File: src/rtl/mvt_pkg.sv
// Package for the 4x4 matrix-vector transform.
// Holds coefficient and matrix types, register indexes, reset values and lane control.
// No dependencies.
`timescale 1ns / 1ps

package mvt_pkg;

   localparam int COEF_WIDTH      = 16;
   localparam int COEF_FRAC       = 12;
   localparam int NUM_ROWS        = 4;
   localparam int NUM_COLS        = 4;
   localparam int CSR_INDEX_WIDTH = 8;
   localparam int CSR_DATA_WIDTH  = 64;

   typedef logic signed [COEF_WIDTH-1:0] coef_type;
   typedef logic [CSR_DATA_WIDTH-1:0]    column_type;

   typedef enum logic [CSR_INDEX_WIDTH-1:0] {
      CSR_COLUMN_0 = 8'd0,
      CSR_COLUMN_1 = 8'd1,
      CSR_COLUMN_2 = 8'd2,
      CSR_COLUMN_3 = 8'd3
   } csr_index_type;

   localparam column_type IDENTITY_COLUMN_0 = 64'h0000_0000_0000_1000;
   localparam column_type IDENTITY_COLUMN_1 = 64'h0000_0000_1000_0000;
   localparam column_type IDENTITY_COLUMN_2 = 64'h0000_1000_0000_0000;
   localparam column_type IDENTITY_COLUMN_3 = 64'h1000_0000_0000_0000;

   typedef struct packed {
      logic advance_mult;
      logic advance_sum;
   } lane_ctrl_type;

endpackage

File: src/rtl/mvt_merge.sv
// Merge stage: registers the four lane results and combines the lane clamp flags.
// Depends on mvt_pkg.
`timescale 1ns / 1ps

module mvt_merge
   import mvt_pkg::*;
#(
   parameter int SAMPLE_WIDTH = 16
) (
   input  logic                           clock,
   input  logic                           load,
   input  logic signed [SAMPLE_WIDTH-1:0] lane_result [NUM_ROWS],
   input  logic                           lane_clamped [NUM_ROWS],
   output logic signed [SAMPLE_WIDTH-1:0] out_x,
   output logic signed [SAMPLE_WIDTH-1:0] out_y,
   output logic signed [SAMPLE_WIDTH-1:0] out_z,
   output logic signed [SAMPLE_WIDTH-1:0] out_w,
   output logic                           saturated
);

   logic signed [SAMPLE_WIDTH-1:0] out_ff [NUM_ROWS];
   logic                           saturated_ff;
   logic                           saturated_in;

   always_comb begin
      saturated_in = 1'b0;
      for (int r = 0; r < NUM_ROWS; r++) begin
         saturated_in = saturated_in | lane_clamped[r];
      end
   end

   always_ff @(posedge clock) begin
      if (load) begin
         out_ff       <= lane_result;
         saturated_ff <= saturated_in;
      end
   end

   assign out_x     = out_ff[0];
   assign out_y     = out_ff[1];
   assign out_z     = out_ff[2];
   assign out_w     = out_ff[3];
   assign saturated = saturated_ff;

endmodule

File: config.mk
export PLATFORM = sky130hd
export DESIGN_NAME = mvt_merge
export DESIGN_NICKNAME = d
export VERILOG_FILES = /design/src/rtl/mvt_pkg.sv /design/src/rtl/mvt_merge.sv
export SDC_FILE = /design/constraint.sdc
export NUM_CORES = 1
export LEC_CHECK = 0
export BUFFER_PORTS_ARGS = -buffer_cell sky130_fd_sc_hd__buf_2
export CELL_PAD_IN_SITES_DETAIL_PLACEMENT = 0
export CELL_PAD_IN_SITES_GLOBAL_PLACEMENT = 1
export CORE_UTILIZATION = 25
export CTS_BUF_LIST = sky130_fd_sc_hd__clkbuf_2 sky130_fd_sc_hd__clkbuf_4 sky130_fd_sc_hd__clkbuf_8
export CTS_CLUSTER_DIAMETER = 150
export DETAILED_ROUTE_END_ITERATION = 12
export PLACE_DENSITY_LB_ADDON = 0.1
export SLEW_MARGIN = 20
export SYNTH_ARGS = -nofsm -noshare
export SYNTH_HDL_FRONTEND = slang
export SYNTH_SLANG_ARGS = --single-unit
File: constraint.sdc
create_clock -name clock -period 2.2 [get_ports clock]
set_input_delay 0.22 -clock clock [delete_from_list [all_inputs] [get_ports clock]]
set_output_delay 0.22 -clock clock [all_outputs]
set_load 0.1 [all_outputs]
# Word-level counts from Yosys, hierarchy flattened
# Cells that the tools add are included.
dict set report totals {
  ff_bits 65
  input_bits 70
}
dict set report classes {
  bitwise_logic 3
}
# cell count
set op_table {}
lappend op_table {{bitwise OR 1 bit} 3}

# Logic depth before layout (Yosys ltp)
dict set report depth {
  word_depth 3
  depth_mapped 1
  ltp_nobuf 1
}

# Worst setup path before layout
# OpenSTA, ideal clock, no wires.
dict set report synth_path {
  path_type {reg-to-output}
  startpoint {register out_ff, in the netlist out_w[0]}
  endpoint {output out_w[0]}
  arrival_time_ns 0.904
  required_ns 1.980
  path_slack_ns 1.076
  path_stages_with_launch 1
  cell_sequence {edfxtp_1}
}
# element line
set synth_rtl {}
lappend synth_rtl {{from (decl)} mvt_merge.sv:21} ;# logic signed [SAMPLE_WIDTH-1:0] out_ff [NUM_ROWS];
lappend synth_rtl {{from (signal assigned)} mvt_merge.sv:34} ;# out_ff <= lane_result;
lappend synth_rtl {{to (decl)} mvt_merge.sv:17} ;# output logic signed [SAMPLE_WIDTH-1:0] out_w,
# No word-level cell between the ends.

# Worst setup path in the final report
dict set report layout_path {
  startpoint {register out_ff, in the netlist out_w[10]}
  endpoint {output out_w[10]}
}
# No word-level cell between the ends.

==> flow_metrics.tcl <==
set metrics [dict create \
    core_um2 7410 \
    crit_path_top_delay_cell "buf_2" \
    synth_top_family_by_area "simple AND/OR/NAND/NOR gates" \
    drt-initial-drc-count 24 \
    track_usage_pct 10.6 \
    grt_max_degree 66 \
    fin_setup_tns_ns 0 \
    synth-edff-count 65 \
    area_growth_pct 49.7 \
    cts_setup_buffers 0 \
    synth-async-reset-ratio_pct 0 \
    grt_pass1_wl_mm 6.46 \
    synth_nets 136 \
    dp.cells 300 \
    synth_fa_ha_area_share_pct 0 \
    rsz0062_at_grt "false" \
    drive_gt1_share_pct 69.0 \
    drt_pass1_iterations 3 \
    finalMaxSlewViolations 0 \
    cts_buffer_depth 2 \
    final-hold-violation-count 0 \
    syn_inst 66 \
    crit_required_ns 1.98 \
    slowest_delay_ns 0.43 \
    antenna_found_initial 0 \
    peakVddDrop_v 0.000317 \
    yosys-top-cells-count "edfxtp_1 (65), or4_1 (1)" \
    yosysTopAreaCell "edfxtp_1" \
    regArea_um2 1950 \
    cellPowerDensity_nw_per_um2 1090 \
    vias_per_cell 3.79 \
    muxShareOfSynthArea_pct 0 \
    ys_types 2 \
    slew_headroom_pct 66.4 \
    path_class "register to primary output" \
    nFillCells 700 \
    critPathArrivalTime_ns 1.09 \
    finalWirelength_mm 4.11 \
    yosys.area_share.simple_pct 0.383 \
    ys_ff_latch 65 \
    vias 1193 \
    clk_pin_slew_ns 0.07 \
    syn_area_per_cell_um2 29.7 \
    critPathLaunchType "register" \
    timing.critical_path.cells "buf_2" \
    finalNetCount 282 \
    ys_top_cells_by_area "edfxtp_1 (100%), or4_1 (0.38%)" \
    ys_warn_count 0 \
    min_period_ns 1.31 \
    yosysSeqAreaShare_pct 99.6 \
    rows 31 \
    synth_ff_type "edfxtp_1" \
    htree_levels 3 \
    root_buffer "clkbuf_8" \
    fp.dieH_um 90.5 \
    min_period_over_period_pct 59.4 \
    gr-total-overflow 0 \
    grt_pass1_vias 1334 \
    cts_buffers 9 \
    cap_viol_max_count 0 \
    finalNonFillerCells 315 \
    ant_nets 0 \
    die-area_um2 8200 \
    fmax_mhz 765 \
    end_kind "primary output" \
    synth_compound_area_share_pct 0 \
    critPathMaxFanout 1 \
    start_util_pct 26.4 \
    wl_per_cell_um 13.0 \
    cp_top_family "buffers and inverters" \
    hp-class "input pin to register" \
    multiInputGateArea_um2 7.51 \
    ios 135 \
    leakage_nw 1.26 \
    synth_xor_xnor_area_share_pct 0 \
    port_buffers 134 \
    total_power_mw 3.19 \
    drc 0 \
    gp_congestion 0.662 \
    yosysTopAreaCellShare_pct 99.6 \
    holdBufCountCts 0 \
    cts.sinks 65 \
    die_w_um 90.5 \
    worst_pin_slew_ns 0.508 \
    status "complete, no violations" \
    crit_buf_inv 1 \
    syn_area_um2 1960 \
    n_antenna_cell 0 \
    cts_tree "yes" \
    setup_viol 0 \
    post_cts_resized 0 \
    yosysMostFrequentCell "edfxtp_1" \
]
## power breakdown
part,total [mW],internal (mW),switching [mW]
clock,0.828,0.420,0.408
sequential,1.49,1.47,0.0209
combinational,0.874,0.107,0.767
total,3.19,2.00,1.20
## metal layers
layer	share of wire (%)	up-vias	global-route usage, %
met3	6.0	9	3.03
met4	2.5	0	7.66
met2	53	63	18.1
met1	39	559	11.0
met5	0	-	0
li1	-	562	-
## state kept, by name (all words and copies together) (netlist names)
signal and cells:
out_x 16, saturated 1, out_z 16, out_w 16
out_y 16
## kinds of logic after synthesis
family	Yosys count
flip-flops	65
AND/OR/NAND/NOR	1
## area by class of cell
class | instances | area share [%]
flip-flops and latches | 65 | 66.5
clock buffers | 11 | 4.73
repair buffers | 135 | 23.5
well taps | 99 | 4.22
multi-input cells | 1 | 0.256
clock inverters | 4 | 0.725
## path summary, 6_finish.rpt
check	endpoint	cells past startpoint	startpoint
min	out_z[10]	1	lane_result[26]
max	out_w[10]	1	out_w[10]
## cell usage in the layout (no fill, tap or decap)
master	instances
buf_12	1
clkbuf_8	9
clkinv_2	2
or4_1	1
clkinvlp_4	1
clkinv_1	1
clkbuf_4	2
edfxtp_1	65
buf_2	134
## per-stage QoR
step	cell area [um^2]	setup slack, ns	hold WS (ns)	util, %
final	2930	0.893	0.0647	39.6
after global routing	2930	0.833	0.0385	39.6
after CTS	2930	0.864	0.0398	39.6
after detailed placement	2770	1.10	0.398	37.4
after global placement	2770	1.12	0.398	37.4
after floorplan	1960	1.08	0.319	-
Power figures use the tool's default switching activity.
