File: src/rtl/mvt_pkg.sv
// Package for the 4x4 matrix-vector transform.
// Holds coefficient and matrix types, register indexes, reset values and lane control.
// No dependencies.
`timescale 1ns / 1ps

package mvt_pkg;

   localparam int COEF_WIDTH      = 16;
   localparam int COEF_FRAC       = 12;
   localparam int NUM_ROWS        = 4;
   localparam int NUM_COLS        = 4;
   localparam int CSR_INDEX_WIDTH = 8;
   localparam int CSR_DATA_WIDTH  = 64;

   typedef logic signed [COEF_WIDTH-1:0] coef_type;
   typedef logic [CSR_DATA_WIDTH-1:0]    column_type;

   typedef enum logic [CSR_INDEX_WIDTH-1:0] {
      CSR_COLUMN_0 = 8'd0,
      CSR_COLUMN_1 = 8'd1,
      CSR_COLUMN_2 = 8'd2,
      CSR_COLUMN_3 = 8'd3
   } csr_index_type;

   localparam column_type IDENTITY_COLUMN_0 = 64'h0000_0000_0000_1000;
   localparam column_type IDENTITY_COLUMN_1 = 64'h0000_0000_1000_0000;
   localparam column_type IDENTITY_COLUMN_2 = 64'h0000_1000_0000_0000;
   localparam column_type IDENTITY_COLUMN_3 = 64'h1000_0000_0000_0000;

   typedef struct packed {
      logic advance_mult;
      logic advance_sum;
   } lane_ctrl_type;

endpackage

File: src/rtl/mvt_lane.sv
// One row lane: four coefficient-by-component products, then sum, floor shift and saturation.
// Depends on mvt_pkg.
`timescale 1ns / 1ps

module mvt_lane
   import mvt_pkg::*;
#(
   parameter int SAMPLE_WIDTH = 16
) (
   input  logic                           clock,
   input  lane_ctrl_type                  ctrl,
   input  coef_type                       coef [NUM_COLS],
   input  logic signed [SAMPLE_WIDTH-1:0] vec [NUM_COLS],
   output logic signed [SAMPLE_WIDTH-1:0] result,
   output logic                           clamped
);

   localparam int PROD_WIDTH  = SAMPLE_WIDTH + COEF_WIDTH;
   localparam int SUM_WIDTH   = PROD_WIDTH + 2;
   localparam int SHIFT_WIDTH = SUM_WIDTH - COEF_FRAC;
   localparam logic signed [SAMPLE_WIDTH-1:0] SAT_MAX = {1'b0, {(SAMPLE_WIDTH-1){1'b1}}};
   localparam logic signed [SAMPLE_WIDTH-1:0] SAT_MIN = {1'b1, {(SAMPLE_WIDTH-1){1'b0}}};

   logic signed [PROD_WIDTH-1:0]   prod_ff [NUM_COLS];
   logic signed [PROD_WIDTH-1:0]   prod_in [NUM_COLS];
   logic signed [SUM_WIDTH-1:0]    sum;
   logic signed [SHIFT_WIDTH-1:0]  shifted;
   logic [SHIFT_WIDTH-SAMPLE_WIDTH:0] top_bits;
   logic                           overflow;
   logic signed [SAMPLE_WIDTH-1:0] result_ff;
   logic signed [SAMPLE_WIDTH-1:0] result_in;
   logic                           clamped_ff;

   always_comb begin
      for (int k = 0; k < NUM_COLS; k++) begin
         prod_in[k] = PROD_WIDTH'(coef[k]) * PROD_WIDTH'(vec[k]);
      end
   end

   always_ff @(posedge clock) begin
      if (ctrl.advance_mult) begin
         prod_ff <= prod_in;
      end
   end

   always_comb begin
      sum = SUM_WIDTH'(prod_ff[0]) + SUM_WIDTH'(prod_ff[1])
          + SUM_WIDTH'(prod_ff[2]) + SUM_WIDTH'(prod_ff[3]);
      shifted  = sum[SUM_WIDTH-1:COEF_FRAC];
      top_bits = shifted[SHIFT_WIDTH-1:SAMPLE_WIDTH-1];
      overflow = !((&top_bits) || !(|top_bits));
      if (overflow) begin
         result_in = shifted[SHIFT_WIDTH-1] ? SAT_MIN : SAT_MAX;
      end else begin
         result_in = shifted[SAMPLE_WIDTH-1:0];
      end
   end

   always_ff @(posedge clock) begin
      if (ctrl.advance_sum) begin
         result_ff  <= result_in;
         clamped_ff <= overflow;
      end
   end

   assign result  = result_ff;
   assign clamped = clamped_ff;

endmodule

File: config.mk
export PLATFORM = sky130hd
export DESIGN_NAME = mvt_lane
export DESIGN_NICKNAME = d
export VERILOG_FILES = /design/src/rtl/mvt_pkg.sv /design/src/rtl/mvt_lane.sv
export SDC_FILE = /design/constraint.sdc
export NUM_CORES = 2
export LEC_CHECK = 0
export ABC_AREA = 1
export CAP_MARGIN = 10
export CORE_ASPECT_RATIO = 1.1
export CORE_UTILIZATION = 55
export DETAILED_ROUTE_END_ITERATION = 16
export DONT_BUFFER_PORTS = 1
export GPL_TIMING_DRIVEN = 0
export PLACE_DENSITY = 0.72
export SYNTH_ARGS = -nofsm -noshare
export SYNTH_HDL_FRONTEND = slang
export SYNTH_SLANG_ARGS = --single-unit
File: constraint.sdc
create_clock -name clock -period 8.9 [get_ports clock]
set_input_delay 1.335 -clock clock [delete_from_list [all_inputs] [get_ports clock]]
set_output_delay 1.335 -clock clock [all_outputs]
set_load 0.01 [all_outputs]
Word level (Yosys, flattened, before mapping)
Index checks and enable logic that the tools add are counted.
{ "word_totals": {"ff_bits": 145, "latch_bits": 0, "ramBits": 0, "rom_bits": 0, "inputBits": 131, "output_inout_bits": 17, "wordCells": 20, "memories": 0} }
{ "classes": {"n_addsub": 3, "n_mul": 4, "div_mod_pow": 0, "n_lt_le_gt_ge": 0, "n_eq_ne": 0, "shifts": 0, "mux": 2, "bitwise": 0, "reduce_logical": 5} }
{ "ops": {"columns": ["operator", "n"], "rows": [
  ["$mul 16x16->32", 4],
  ["$add 33x32->34", 1],
  ["$add 34x32->34", 1],
  ["$add 32x32->33", 1],
  ["$mux 16", 2],
  ["$reduce_and 7->1", 1],
  ["$reduce_or 7->1", 1],
  ["$logic_not 1->1", 2],
  ["$logic_or 1x1->1", 1]
]} }

Depth between registers and ports, before layout
{ "logic_depth": {"depth_word": 7, "mapped_depth": 26, "ltp_nobuf": 24} }

Worst setup path before layout
Ideal clock, no wire load.
{ "synth_timing": {"path_kind": "input port to flip-flop", "startpoint": "input vec[21] (netlist name)", "endpoint": "register prod_ff[61] (netlist name) (data pin)", "setup_ns": 0.259, "t_arrival_ns": 6.583, "required_ns": 8.641, "setup_slack_ns": 2.058, "cell_stages": 24, "n_path_buf": 2, "cell_sequence": "clkbuf_1 clkbuf_1 nand2_1 fa_1 inv_1 fa_1 fa_1 fa_1 fa_1 inv_1 fa_1 inv_1 ha_1 nand2_1 nor2_1 inv_1 nor3_1 nand2_1 o211ai_1 nand2_1 nand2_1 nand2_1 nand2_1 xor2_1"} }
{ "synth_rtl": {"columns": ["element", "line_no", "text"], "rows": [
  ["start, declared", "mvt_lane.sv:13", "input logic signed [SAMPLE_WIDTH-1:0] vec [NUM_COLS],"],
  ["end signal, assigned", "mvt_lane.sv:42", "prod_ff <= prod_in;"],
  ["end, declared", "mvt_lane.sv:24", "logic signed [PROD_WIDTH-1:0] prod_ff [NUM_COLS];"]
]} }

==> impl_metrics.yaml <==
critical_path:
  arrival_ps: 8050
  reg2reg_depth: 15
  crit_top_cell: "nand2_1"
  cp_num_cells: 24
  end_kind: "flip-flop"
  path_max_fanout: 10
  cpPeakStageDelay_ps: 810
  cp.required_ps: 9210
  cp_slowest_cell: "fa_1"
  startpoint_type: "primary input"
  crit_family: "adder cells"
  crit_type: "primary input to flip-flop"
  cp_num_buf_inv: 6
  cp_cell_sequence: "clkbuf_1, clkbuf_1, nand2_1, fa_1, inv_1, fa_1, fa_1, fa_1, fa_1, inv_1, fa_1, inv_1, ha_1, nand2_1, nor2_1, inv_1, nor3_1, nand2_1, o211ai_1, nand2_1, nand2_1, nand2_1, nand2_1, xor2_1"
sta:
  clock_skew_ps: 17.6
  worst_pin_slew_ps: 762
  period_share_pct: 87.0
  max_freq_ghz: 0.129
  min_period_ps: 7740
  rsz0062_at_grt: "false"
  setup_violations: 0
  max-slew-margin-rel_pct: 49.2
  hold_violations: 0
  finalSetupTns_ps: 0
  maxSlewViolCount: 0
floorplan:
  start_util_pct: 55.9
  coreArea_um2: 86800
  rows: 113
  io_pins: 148
  design.die.area_um2: 89400
  die_w_um: 285
  die_h_um: 313
synth:
  synth_common_cells: "inv_1 (1,824), nand2_1 (1,382), fa_1 (1,112)"
  synth_area_leaders: "fa_1 (46%), inv_1 (14%), nand2_1 (11%)"
  ys_warn_count: 0
  synth_top_area_cell: "fa_1"
  async_flop_share_pct: 0
  yosysSeqAreaShare_pct: 8.98
  yosysTopAreaCellShare_pct: 45.9
  syn_area_per_cell_um2: 8.37
  syn_inst: 5797
  syn-num-nets: 7399
  synth-edff-count: 145
  yosysMostFrequentCell: "inv_1"
  ys_types: 38
  ys_seq_elements: 145
  syn_area_um2: 48500
  synth_ff_type: "edfxtp_1"
global_route:
  grt_pass1_vias: 38600
  overflow: 0
  grtUsageTotal_pct: 30.0
  antenna_found_initial: 3
  grt_pass1_wl_um: 205000
  grt_start_max_net_pins: 129
routing:
  routed_via_density: 5.21
  dr_total_vias: 36300
  route.detailed.drc: 0
  totalWireLength_um: 127000
  drtIter0Drc: 2709
  wire_per_inst_um: 18.2
  drtPass1Iterations: 5
  ant_nets: 0
cts:
  cts_hold_buf: 0
  cts_buffers: 17
  cts_resized: 0
  clk-insertion-delay-late_ps: 470
  cts_num_sinks: 145
  cts.clk_slew.worst_paths_ps: 80
  root_buffer: "clkbuf_16"
  clk_path_buf_depth: 2
  cts_setup_buffers: 0
  cts.htree.levels: 4
  cts_tree: "yes"
worst_hold_path:
  hp-class: "primary input to flip-flop"
  holdPathStages: 0
cells_and_area:
  fillers: 8041
  layout-drive-gt1-share_pct: 1.17
  syn2layout_area_growth_pct: 4.13
  layout.nets: 7418
placement:
  port_buffers: 0
  detailed_place_hpwl_um: 111000
  place_congestion: 0.967
job:
  max-cap-violations: 0
status:
  status: "complete, no violations"
## logic make-up (layout without fill, tap and decap cells)
kind of cell	Yosys count	count (layout)	share of synthesized area [%]
AND/OR/NAND/NOR	1664	1664	13.4
buffers and inverters	2060	2092	16.0
AO/OA/AOI/OAI	289	289	3.41
adder cells (fa/ha/maj)	1471	1471	55.2
flip-flops	145	145	8.98
XOR/XNOR	168	168	3.03
other	0	2	0
## cell usage in the layout (no fill, tap or decap), drive strengths merged
cell type / count
a21oi: 146
nand2: 1393
nor2: 150
a211oi: 1
diode: 2
buf: 4
bufinv: 1
xnor2: 67
nand3: 59
and2: 1
a31oi: 8
clkbuf: 249
a221oi: 6
nand4: 14
ha: 359
o21bai: 17
edfxtp: 145
a21o: 26
o21ai: 65
xor2: 101
o31ai: 3
and3: 1
nor3: 26
o211a: 3
nor4: 5
a21boi: 7
o211ai: 7
clkinv: 6
inv: 1830
or2: 15
clkinvlp: 2
fa: 1112
## final timing paths
kind | end | from | slack, ps
setup / recovery | prod_ff[61] | vec[21] | 1160
setup reg to reg | result[4] | prod_ff[14] | 4940
hold / removal | result[13] | ctrl[0] | 970
hold reg to reg | result[1] | prod_ff[109] | 1140
## registers in the layout (all words and copies together) (netlist names)
signal,cells
prod_ff,128
result,16
clamped,1
## metrics by stage
step	area [um2]	std cells	setup slack, ps	utilization, %	hold slack (ps)
floorplan	48500	5797	2060	-	963
global placement	49900	6947	897	57.5	1120
detailed placement	49900	6947	788	57.5	1120
CTS	50500	6979	1260	58.2	939
global route	50500	6979	903	58.2	948
finish	50500	6981	1160	58.2	971
## layer usage
metal | global-route usage [%] | up-vias | share of wire, %
met5 | 0 | - | 0.011
met4 | 13.1 | 2 | 4.9
met3 | 3.31 | 324 | 6.6
met2 | 51.7 | 1337 | 50
met1 | 38.3 | 18300 | 38
li1 | - | 16400 | -
## worst reg2reg max path, stage by stage, from the launching register on
cell and delay, ps:
edfxtp_1 480, fa_1 590, fa_1 430, ha_1 400, nand2_1 120, nor2_1 240, and2_1 160, nand2_1 50
nand2_1 160, nand2_1 170, nand3_1 120, nand2_1 60, nor2_1 120, nand3_2 130, nand3_2 200, nand2_1 210
## area by class of cell
| cell class | instances | area (um2) | area share, % |
|---|---|---|---|
| Inverter | 1825 | 6850 | 13.6 |
| Sequential cell | 145 | 4350 | 8.62 |
| Buffer | 235 | 897 | 1.78 |
| Antenna cell | 2 | 5.00 | 0.00991 |
| Clock inverter | 14 | 130 | 0.258 |
| Tap cell | 1150 | 1440 | 2.85 |
| Clock buffer | 18 | 429 | 0.850 |
| Multi-Input combinational cell | 3592 | 36400 | 72.1 |
Power is not shown: default switching activity piles up to over one toggle a cycle in this logic, so the estimate is an artifact.
