**config.mk**
```make
export PLATFORM = sky130hd
export DESIGN_NAME = mvt_csr_flat
export DESIGN_NICKNAME = d
export VERILOG_FILES = /design/src/rtl/mvt_pkg.sv /design/src/rtl/mvt_interfaces.sv /design/src/rtl/mvt_csr.sv /design/src/flat_wrapper.sv
export SDC_FILE = /design/constraint.sdc
export NUM_CORES = 1
export LEC_CHECK = 0
export BUFFER_PORTS_ARGS = -buffer_cell sky130_fd_sc_hd__buf_2
export CAP_MARGIN = 20
export CORE_ASPECT_RATIO = 0.9
export CORE_MARGIN = 2
export CORE_UTILIZATION = 48
export CTS_CLUSTER_DIAMETER = 150
export DETAILED_ROUTE_END_ITERATION = 10
export PLACE_DENSITY = 0.84
export REMOVE_ABC_BUFFERS = 1
export SLEW_MARGIN = 20
export SYNTH_ARGS = -nofsm -noshare
export SYNTH_HDL_FRONTEND = slang
export SYNTH_SLANG_ARGS = --single-unit
export TNS_END_PERCENT = 10
```
**constraint.sdc**
```tcl
create_clock -name clock -period 3.3 [get_ports clock]
set_clock_uncertainty 0.15 [all_clocks]
set_input_delay 0.165 -clock clock [delete_from_list [all_inputs] [get_ports clock]]
set_output_delay 0.165 -clock clock [all_outputs]
set_load 0.1 [all_outputs]
```
**src/rtl/mvt_pkg.sv**
```systemverilog
// Package for the 4x4 matrix-vector transform.
// Holds coefficient and matrix types, register indexes, reset values and lane control.
// No dependencies.
`timescale 1ns / 1ps

package mvt_pkg;

   localparam int COEF_WIDTH      = 16;
   localparam int COEF_FRAC       = 12;
   localparam int NUM_ROWS        = 4;
   localparam int NUM_COLS        = 4;
   localparam int CSR_INDEX_WIDTH = 8;
   localparam int CSR_DATA_WIDTH  = 64;

   typedef logic signed [COEF_WIDTH-1:0] coef_type;
   typedef logic [CSR_DATA_WIDTH-1:0]    column_type;

   typedef enum logic [CSR_INDEX_WIDTH-1:0] {
      CSR_COLUMN_0 = 8'd0,
      CSR_COLUMN_1 = 8'd1,
      CSR_COLUMN_2 = 8'd2,
      CSR_COLUMN_3 = 8'd3
   } csr_index_type;

   localparam column_type IDENTITY_COLUMN_0 = 64'h0000_0000_0000_1000;
   localparam column_type IDENTITY_COLUMN_1 = 64'h0000_0000_1000_0000;
   localparam column_type IDENTITY_COLUMN_2 = 64'h0000_1000_0000_0000;
   localparam column_type IDENTITY_COLUMN_3 = 64'h1000_0000_0000_0000;

   typedef struct packed {
      logic advance_mult;
      logic advance_sum;
   } lane_ctrl_type;

endpackage

```
**src/rtl/mvt_interfaces.sv**
```systemverilog


interface mvt_csr_if;
   import mvt_pkg::*;
   logic                       valid;
   logic                       ready;
   logic [CSR_INDEX_WIDTH-1:0] index;
   logic [CSR_DATA_WIDTH-1:0]  data;

   modport source (output valid, output index, output data, input ready);
   modport sink (input valid, input index, input data, output ready);
endinterface

```
**src/rtl/mvt_csr.sv**
```systemverilog
// Matrix column registers of the 4x4 matrix-vector transform, reset to the identity.
// Depends on mvt_pkg and mvt_csr_if.
`timescale 1ns / 1ps

module mvt_csr
   import mvt_pkg::*;
(
   input  logic       clock,
   input  logic       reset,
   mvt_csr_if.sink    csr,
   output column_type columns [NUM_COLS]
);

   column_type columns_ff [NUM_COLS];

   assign csr.ready = 1'b1;

   always_ff @(posedge clock) begin
      if (reset) begin
         columns_ff[0] <= IDENTITY_COLUMN_0;
         columns_ff[1] <= IDENTITY_COLUMN_1;
         columns_ff[2] <= IDENTITY_COLUMN_2;
         columns_ff[3] <= IDENTITY_COLUMN_3;
      end else if (csr.valid) begin
         case (csr.index)
            CSR_COLUMN_0: columns_ff[0] <= csr.data;
            CSR_COLUMN_1: columns_ff[1] <= csr.data;
            CSR_COLUMN_2: columns_ff[2] <= csr.data;
            CSR_COLUMN_3: columns_ff[3] <= csr.data;
            default: ;
         endcase
      end
   end

   assign columns = columns_ff;

endmodule

```
**src/flat_wrapper.sv**
```systemverilog
// flat-port wrapper written by rule: the top's interface ports become plain ports
module mvt_csr_flat import mvt_pkg::*;
  (clock, reset, columns, csr_valid, csr_index, csr_data, csr_ready);
  mvt_csr_if csr_i ();
  input  logic clock;
  input  logic reset;
  output column_type columns[NUM_COLS];
  input wire logic [$bits(csr_i.valid)-1:0] csr_valid;
  input wire logic [$bits(csr_i.index)-1:0] csr_index;
  input wire logic [$bits(csr_i.data)-1:0] csr_data;
  output wire logic [$bits(csr_i.ready)-1:0] csr_ready;
  assign csr_i.valid = csr_valid;
  assign csr_i.index = csr_index;
  assign csr_i.data = csr_data;
  assign csr_ready = csr_i.ready;
  mvt_csr u_core (.clock(clock), .reset(reset), .csr(csr_i), .columns(columns));
endmodule
```
; ---- Yosys cells after proc, flatten, opt, wreduce, memory -nomap -nowiden
; Index checks and enable logic that the tools add are counted.
[op_classes]
reduce_logical = 5
eq_ne = 3
[op_table]
columns = cell, n
row1 = equality test 8 x 2 -> 1 bit (second input constant), 2
row2 = equality test 8 x 1 -> 1 bit (second input constant), 1
row3 = logical NOT 8 bit, 1
row4 = AND reduction 2 bit, 4
[word_totals]
word_cells = 12
output_inout_bits = 257
ff_bits = 256
inputBits = 75

; ---- Depth between registers and ports, before layout
; Gate-level depths: netlist of run 1.
[depth]
ltp_word = 2
depth_mapped = 5
depth_no_buf = 3

; ---- Worst setup path before layout of run 1
; Ideal clock, no wire load.
[synth_timing]
path_kind = input-to-reg
startpoint = input csr_index[6]
endpoint = register u_core.columns_ff (netlist bit u_core.columns[100])
cell_stages = 5
slack_ns = 1.890
setup_ns = 0.072
arrival_time_ns = 1.189
required_ns = 3.078
n_path_buf = 2
cell_sequence = nor4b_4 and4b_1 buf_12 buf_12 mux2i_1
[synth_via]
elab_chain_cells = 2
[synth_lines]
columns = item, line_no
row1 = from (decl), flat_wrapper.sv:9  ; input wire logic [$bits(csr_i.index)-1:0] csr_index;
row2 = equality test 8 x 2 -> 1 bit, mvt_csr.sv:25  ; case (csr.index)
row3 = AND reduction 2 bit (no line), --
row4 = to (decl), mvt_csr.sv:14  ; column_type columns_ff [NUM_COLS];
; Every way passes these cells.
; A chain may end at the register's enable or synchronous reset.

; ---- Final worst setup path of run 1
[layout_timing]
startpoint = input csr_index[3]
endpoint = register u_core.columns_ff (netlist bit u_core.columns[174])
[layout_via]
elab_chain_cells = 2
[layout_lines]
columns = item, line_no
row1 = equality test 8 x 1 -> 1 bit, mvt_csr.sv:25
row2 = AND reduction 2 bit (no line), --
; Every way passes these cells.

==> results of run 1 <==
==> worst paths after layout <==
kind                             from  cells past startpoint                   to
setup / recovery         csr_index[3]                      7  u_core.columns[174]
hold / removal           csr_index[4]                      4  u_core.columns[184]
setup reg to reg   u_core.columns[26]                      2   u_core.columns[26]
hold reg to reg   u_core.columns[176]                      2  u_core.columns[176]
==> repair_timing <==
action,4_1_cts,5_1_grt
hold endpoints to repair,256,0
hold buffers,69,0
buffers inserted,0,0
gates resized for setup,0,0
==> critical path, delay by kind of cell <==
family / cells / cell delay, ns
multiplexers: 1 / 0.20
AND/OR/NAND/NOR: 2 / 0.55
buffers and inverters: 4 / 1.68
==> power by group <==
group | switching (W) | internal (W) | total (W) | leakage (nW)
logic | 0.000168 | 0.000169 | 0.000336 | 4.10
clock network | 0.00121 | 0.00218 | 0.00339 | 0.491
registers | 0.00000202 | 0.00309 | 0.00310 | 2.06
total | 0.00138 | 0.00545 | 0.00683 | 6.66
==> layout make-up <==
type | count | area share, %
sequential | 256 | 37.64
multi-input combinational | 587 | 34.13
timing repair buffer | 411 | 18.19
clock buffer | 33 | 5.349
tap | 286 | 2.628
clock inverter | 15 | 2.059
==> cells in the final DEF (no fill, tap or decap), types with 2 or more instances in the layout <==
| cell | count |
|---|---|
| clkbuf_8 | 3 |
| nor2_1 | 8 |
| clkbuf_16 | 27 |
| buf_4 | 9 |
| nand2b_1 | 316 |
| buf_2 | 329 |
| clkinv_2 | 5 |
| clkinvlp_4 | 2 |
| dlygate4sd3_1 | 69 |
| buf_12 | 3 |
| clkbuf_1 | 3 |
| bufinv_16 | 8 |
| dfxtp_1 | 256 |
| mux2i_1 | 256 |
==> metrics by stage <==
stage	setup slack, ns	power [W]	setup TNS, ns
after global routing	0.8072	0.007048	0
after floorplan	-0.7662	0.003310	-96.89
final	0.9031	0.006826	0
after detailed placement	1.265	0.003433	0
after CTS	0.9544	0.006895	0
after global placement	1.309	0.003430	0
==> per-layer routing <==
metal / vias up / wire (um) / track usage [%]
li1: 3727 / - / -
met1: 3603 / 10810 / 26.03
met2: 277 / 12610 / 38.89
met3: 64 / 1839 / 6.245
met4: 0 / 928 / 8.498
met5: - / 0 / 0
==> kinds of logic (layout without fill, tap and decap cells) <==
| logic type | count (synthesis) | in the layout |
|---|---|---|
| flops | 256 | 256 |
| mux | 256 | 256 |
| other cells | 1 | 1 |
| buf+inv | 65 | 459 |
| simple gates | 330 | 330 |
==> out/qor.yml, run 1 <==
final_util_pct: 64.96
synth-main-ff-cell: "dfxtp_1"
finalNetCount: 1357
drt_iter0_markers: 357
ant_nets: 0
grt_first_pass_wirelength_um: 41370
clk-insertion-delay-late_ns: 0.51
cp.arrival_ns: 2.62
relSlewSlack_pct: 53.71
setup_viol: 0
viasPerCell: 4.831
synth-edff-count: 0
ys_async_sr_fraction_pct: 0
powerDensity_nw_per_um2: 501.4
period_needed_ns: 2.397
post-route-period-util_pct: 72.63
wirelength_um: 26180
synth_area_leaders: "dfxtp_1 (50%), mux2i_1 (25%), nand2b_1 (19%), buf_12 (2.7%), buf_6 (1.3%)"
hpwl_um: 16750
place_congestion: 0.7842
cts_made_buffers: 26
cap_violations: 0
clockBufferDepth: 3
synth-seq-cells: 256
critPathKind: "input port to register"
max_stage_delay_ns: 0.60
synth_xor_xnor_area_share_pct: 0
h-tree-depth: 1
crit_path_frequent_cell: "dlygate4sd3_1"
grtUsageTotal_pct: 22.21
port-buffer-count: 330
grt_overflow_total: 0
synth_fa_ha_area_share_pct: 0
die_width_um: 158.7
synth_area_sq_um: 10340
largest_register_ffs: 256
antenna_found_initial: 0
path_cells: "dlygate4sd3_1, buf_2, nor4b_4, dlygate4sd3_1, nand4b_1, buf_4, mux2i_1"
tightest_slew_ns: 0.6944
ys.warnings.count: 0
slew_violations: 0
drive_gt1_share_pct: 29.95
crit_path_start_kind: "input port"
row_count: 50
synth_top_cell_by_area: "dfxtp_1"
synth_compound_area_share_pct: 0
multi_input_area_sq_um: 4647
num-fill-cells: 1553
ys_top_cells_by_count: "nand2b_1 (316), dfxtp_1 (256), mux2i_1 (256), clkbuf_1 (35), buf_12 (14)"
clk_pin_slew_worst_paths_ns: 0.06
initial_core_util_pct: 49.33
ys_seq_area_share_pct: 49.57
diodes: 0
endpoint_kind: "register"
final_cell_area_sq_um: 13610
status: "complete, no violations"
placedCellCount: 1471
grt_pass1_vias: 7983
drt-wirelength-per-cell_um: 16.49
ioPinCount: 332
synth_top_area_share_pct: 49.57
cts_tree: "built"
grt_max_degree: 105
fmax_mhz: 417.2
hold_slack_ns: 0.05210
regArea_sq_um: 5125
final_cells: 1588
post_synth_and_or_nand_nor_area_fraction_pct: 20.05
coreArea_sq_um: 20960
cp_max_fo: 32
syn_avg_cell_area_sq_um: 11.39
clock_sinks: 256
first_pass_iters: 6
synthMuxAreaShare_pct: 24.79
vdd_ir_drop_max_mv: 0.3379
synth.most_common_cell: "nand2b_1"
fp.dieH_um: 143.2
dieArea_sq_um: 22730
hold_viol: 0
ys_types: 16
vias: 7671
hp-class: "input port to register"
drc_errors: 0
synth_top_family_by_area: "multiplexers"
area_growth_pct: 31.68
worst_path_max_delay_cell: "dlygate4sd3_1"
syn_inst: 908
rsz0062_at_grt: "no"
cp.required_ns: 3.52
dpl_cell_area_sq_um: 11920
regToRegSetupSlack_ns: 2.46
leakagePower_nw: 6.657
cts_root_buf: "clkbuf_16"
Note: power is estimated with default switching activity, not from simulation.
==> run 2: changes to the inputs <==
Clock period 3.3 ns to 2.45 ns, I/O delays scaled along.
==> run 2 against run 1 <==
  * Die area stayed put
  * Critical path depth decreased by 6
  * Sequential share of layout area is 0.50 points higher
  * Total power up 23%
  * Clock-buffer cell count increased by 1
  * Utilization shrank 0.85 points
  * Sequential cell count stayed put
  * Design area shrank 1.3%
  * Combinational power up 34%
  * Critical path type is now register to primary output
  * Critical endpoint is now columns[118]
  * Largest power group is now sequential cells
==> out/qor.yml, run 2 (synthesis gave the netlist of run 1 again) <==
grt_pass1_vias: 7882  # -1.3%
post-route-period-util_pct: 65.45
port-buffer-count: 330  # unchanged
hold_depth: 3  # -1
fin_setup_tns_ns: 0  # unchanged
tightest_slew_ns: 0.6832  # -0.01121 ns
final_util_pct: 64.11  # -0.85 points
initial_core_util_pct: 49.33  # unchanged
dpl_cell_area_sq_um: 11980  # +0.50%
status: "complete, no violations"
dieArea_sq_um: 22730  # unchanged
final_cell_mix: "buf_2 (329), nand2b_1 (316), mux2i_1 (256), dfxtp_1 (256), dlygate4sd3_1 (64)"
grt_first_pass_wirelength_um: 41080  # -0.68%
rsz0062_at_grt: "no"
finalNetCount: 1355  # -0.15%
clk_pin_slew_worst_paths_ns: 0.06  # about the same
first_pass_iters: 4  # -2
coreArea_sq_um: 20960  # unchanged
worst_path_max_delay_cell: "buf_2"
row_count: 50  # unchanged
path_buf_inv: 1  # -3
antenna_found_initial: 1  # +1
cts_resized: 0  # unchanged
path_cells: "buf_2"
hold_viol: 0  # unchanged
cts_made_buffers: 26  # unchanged
powerDensity_nw_per_um2: 627.1  # +25%
cp.arrival_ns: 1.33  # -1.29 ns
vdd_ir_drop_max_mv: 0.4684  # +39%
fp.dieH_um: 143.2  # unchanged
clock_sinks: 256  # unchanged
crit_path_start_kind: "register"
hpwl_um: 16860  # +0.65%
place_congestion: 0.7804  # -0.48%
largest_register_ffs: 256  # unchanged
slew_violations: 0  # unchanged
drt-wirelength-per-cell_um: 16.59  # +0.62%
layout_commonest_cell: "buf_2"
h-tree-depth: 1  # unchanged
clk-insertion-delay-late_ns: 0.52  # about the same
fmax_mhz: 623.6
crit_cells: 1  # -6
max_stage_delay_ns: 0.45  # -0.15 ns
final_cell_area_sq_um: 13440  # -1.3%
setup_viol: 0  # unchanged
cts_tree: "built"
hp-class: "input port to register"
cp_top_family: "buffers and inverters"
leakagePower_nw: 6.581  # -1.1%
cp_max_fo: 2  # -94%
drc_errors: 0  # unchanged
vias: 7752  # +1.1%
cp.required_ns: 2.18  # -1.34 ns
postCtsSetupBuffers: 0  # unchanged
drive_gt1_share_pct: 30.02  # +0.069 points
period_needed_ns: 1.604
grt_max_degree: 85  # -19%
critPathKind: "register to primary output"
wirelength_um: 26310  # +0.50%
ioPinCount: 332  # unchanged
die_width_um: 158.7  # unchanged
reg2regPathDepth: 2  # unchanged
grtUsageTotal_pct: 22.17  # -0.044 points
drt_iter0_markers: 360  # +0.84%
endpoint_kind: "primary output"
ant_nets: 0  # unchanged
clockBufferDepth: 3  # unchanged
cts_hold_buf: 64  # -7.2%
grt_overflow_total: 0  # unchanged
area_growth_pct: 29.96
relSlewSlack_pct: 54.45  # +0.75 points
cap_violations: 0  # unchanged
cts_root_buf: "clkbuf_16"
viasPerCell: 4.888  # +1.2%
-- run 2: final cells by class --
| type | instances | area, sq um |
|---|---|---|
| flip-flops and latches | 256 | 5125 |
| clock buffers | 34 | 721.9 |
| clock inverters | 13 | 96.34 |
| well taps | 286 | 357.8 |
| diodes | 1 | 2.502 |
| multi-input cells | 587 | 4647 |
| fillers | 1608 | 7521 |
| repair buffers | 409 | 2486 |
-- run 2: metrics by stage --
step	hold slack [ns]	cells	setup slack, ns	power [W]
floorplan	0.1290	843	-1.574	0.004458
finish	0.005882	1586	0.8465	0.008426
detailed placement	0.2671	1474	0.6258	0.004627
global placement	0.2550	1474	0.7492	0.004623
global route	0.03931	1586	0.8095	0.008680
CTS	0.008009	1585	0.8314	0.008492
-- run 2: worst register-to-register path: cells and delay by family, from the launching register on --
kind          cells  cell delay (ns)
flops             1             0.36
mux               1             0.18
simple gates      1             0.08
-- run 2: layer usage --
metal,global-route usage [%],part of all wire [%]
met1,25.98,41
met2,38.70,48
met3,6.157,7.4
met4,8.836,3.7
met5,0,0
-- run 2: power breakdown --
part	switching (W)	total, W	leakage [nW]	internal (W)
Clock	0.00163	0.00381	0.411	0.00218
Sequential	0.00000277	0.00417	2.06	0.00417
Combinational	0.000225	0.000451	4.11	0.000225
-- run 2: path summary, 6_finish.rpt --
check                       from                   to  slack [ns]
max          u_core.columns[118]         columns[118]        0.85
min                        reset   u_core.columns[29]       0.006
max reg2reg   u_core.columns[32]   u_core.columns[32]        1.60
min reg2reg  u_core.columns[102]  u_core.columns[102]        0.32
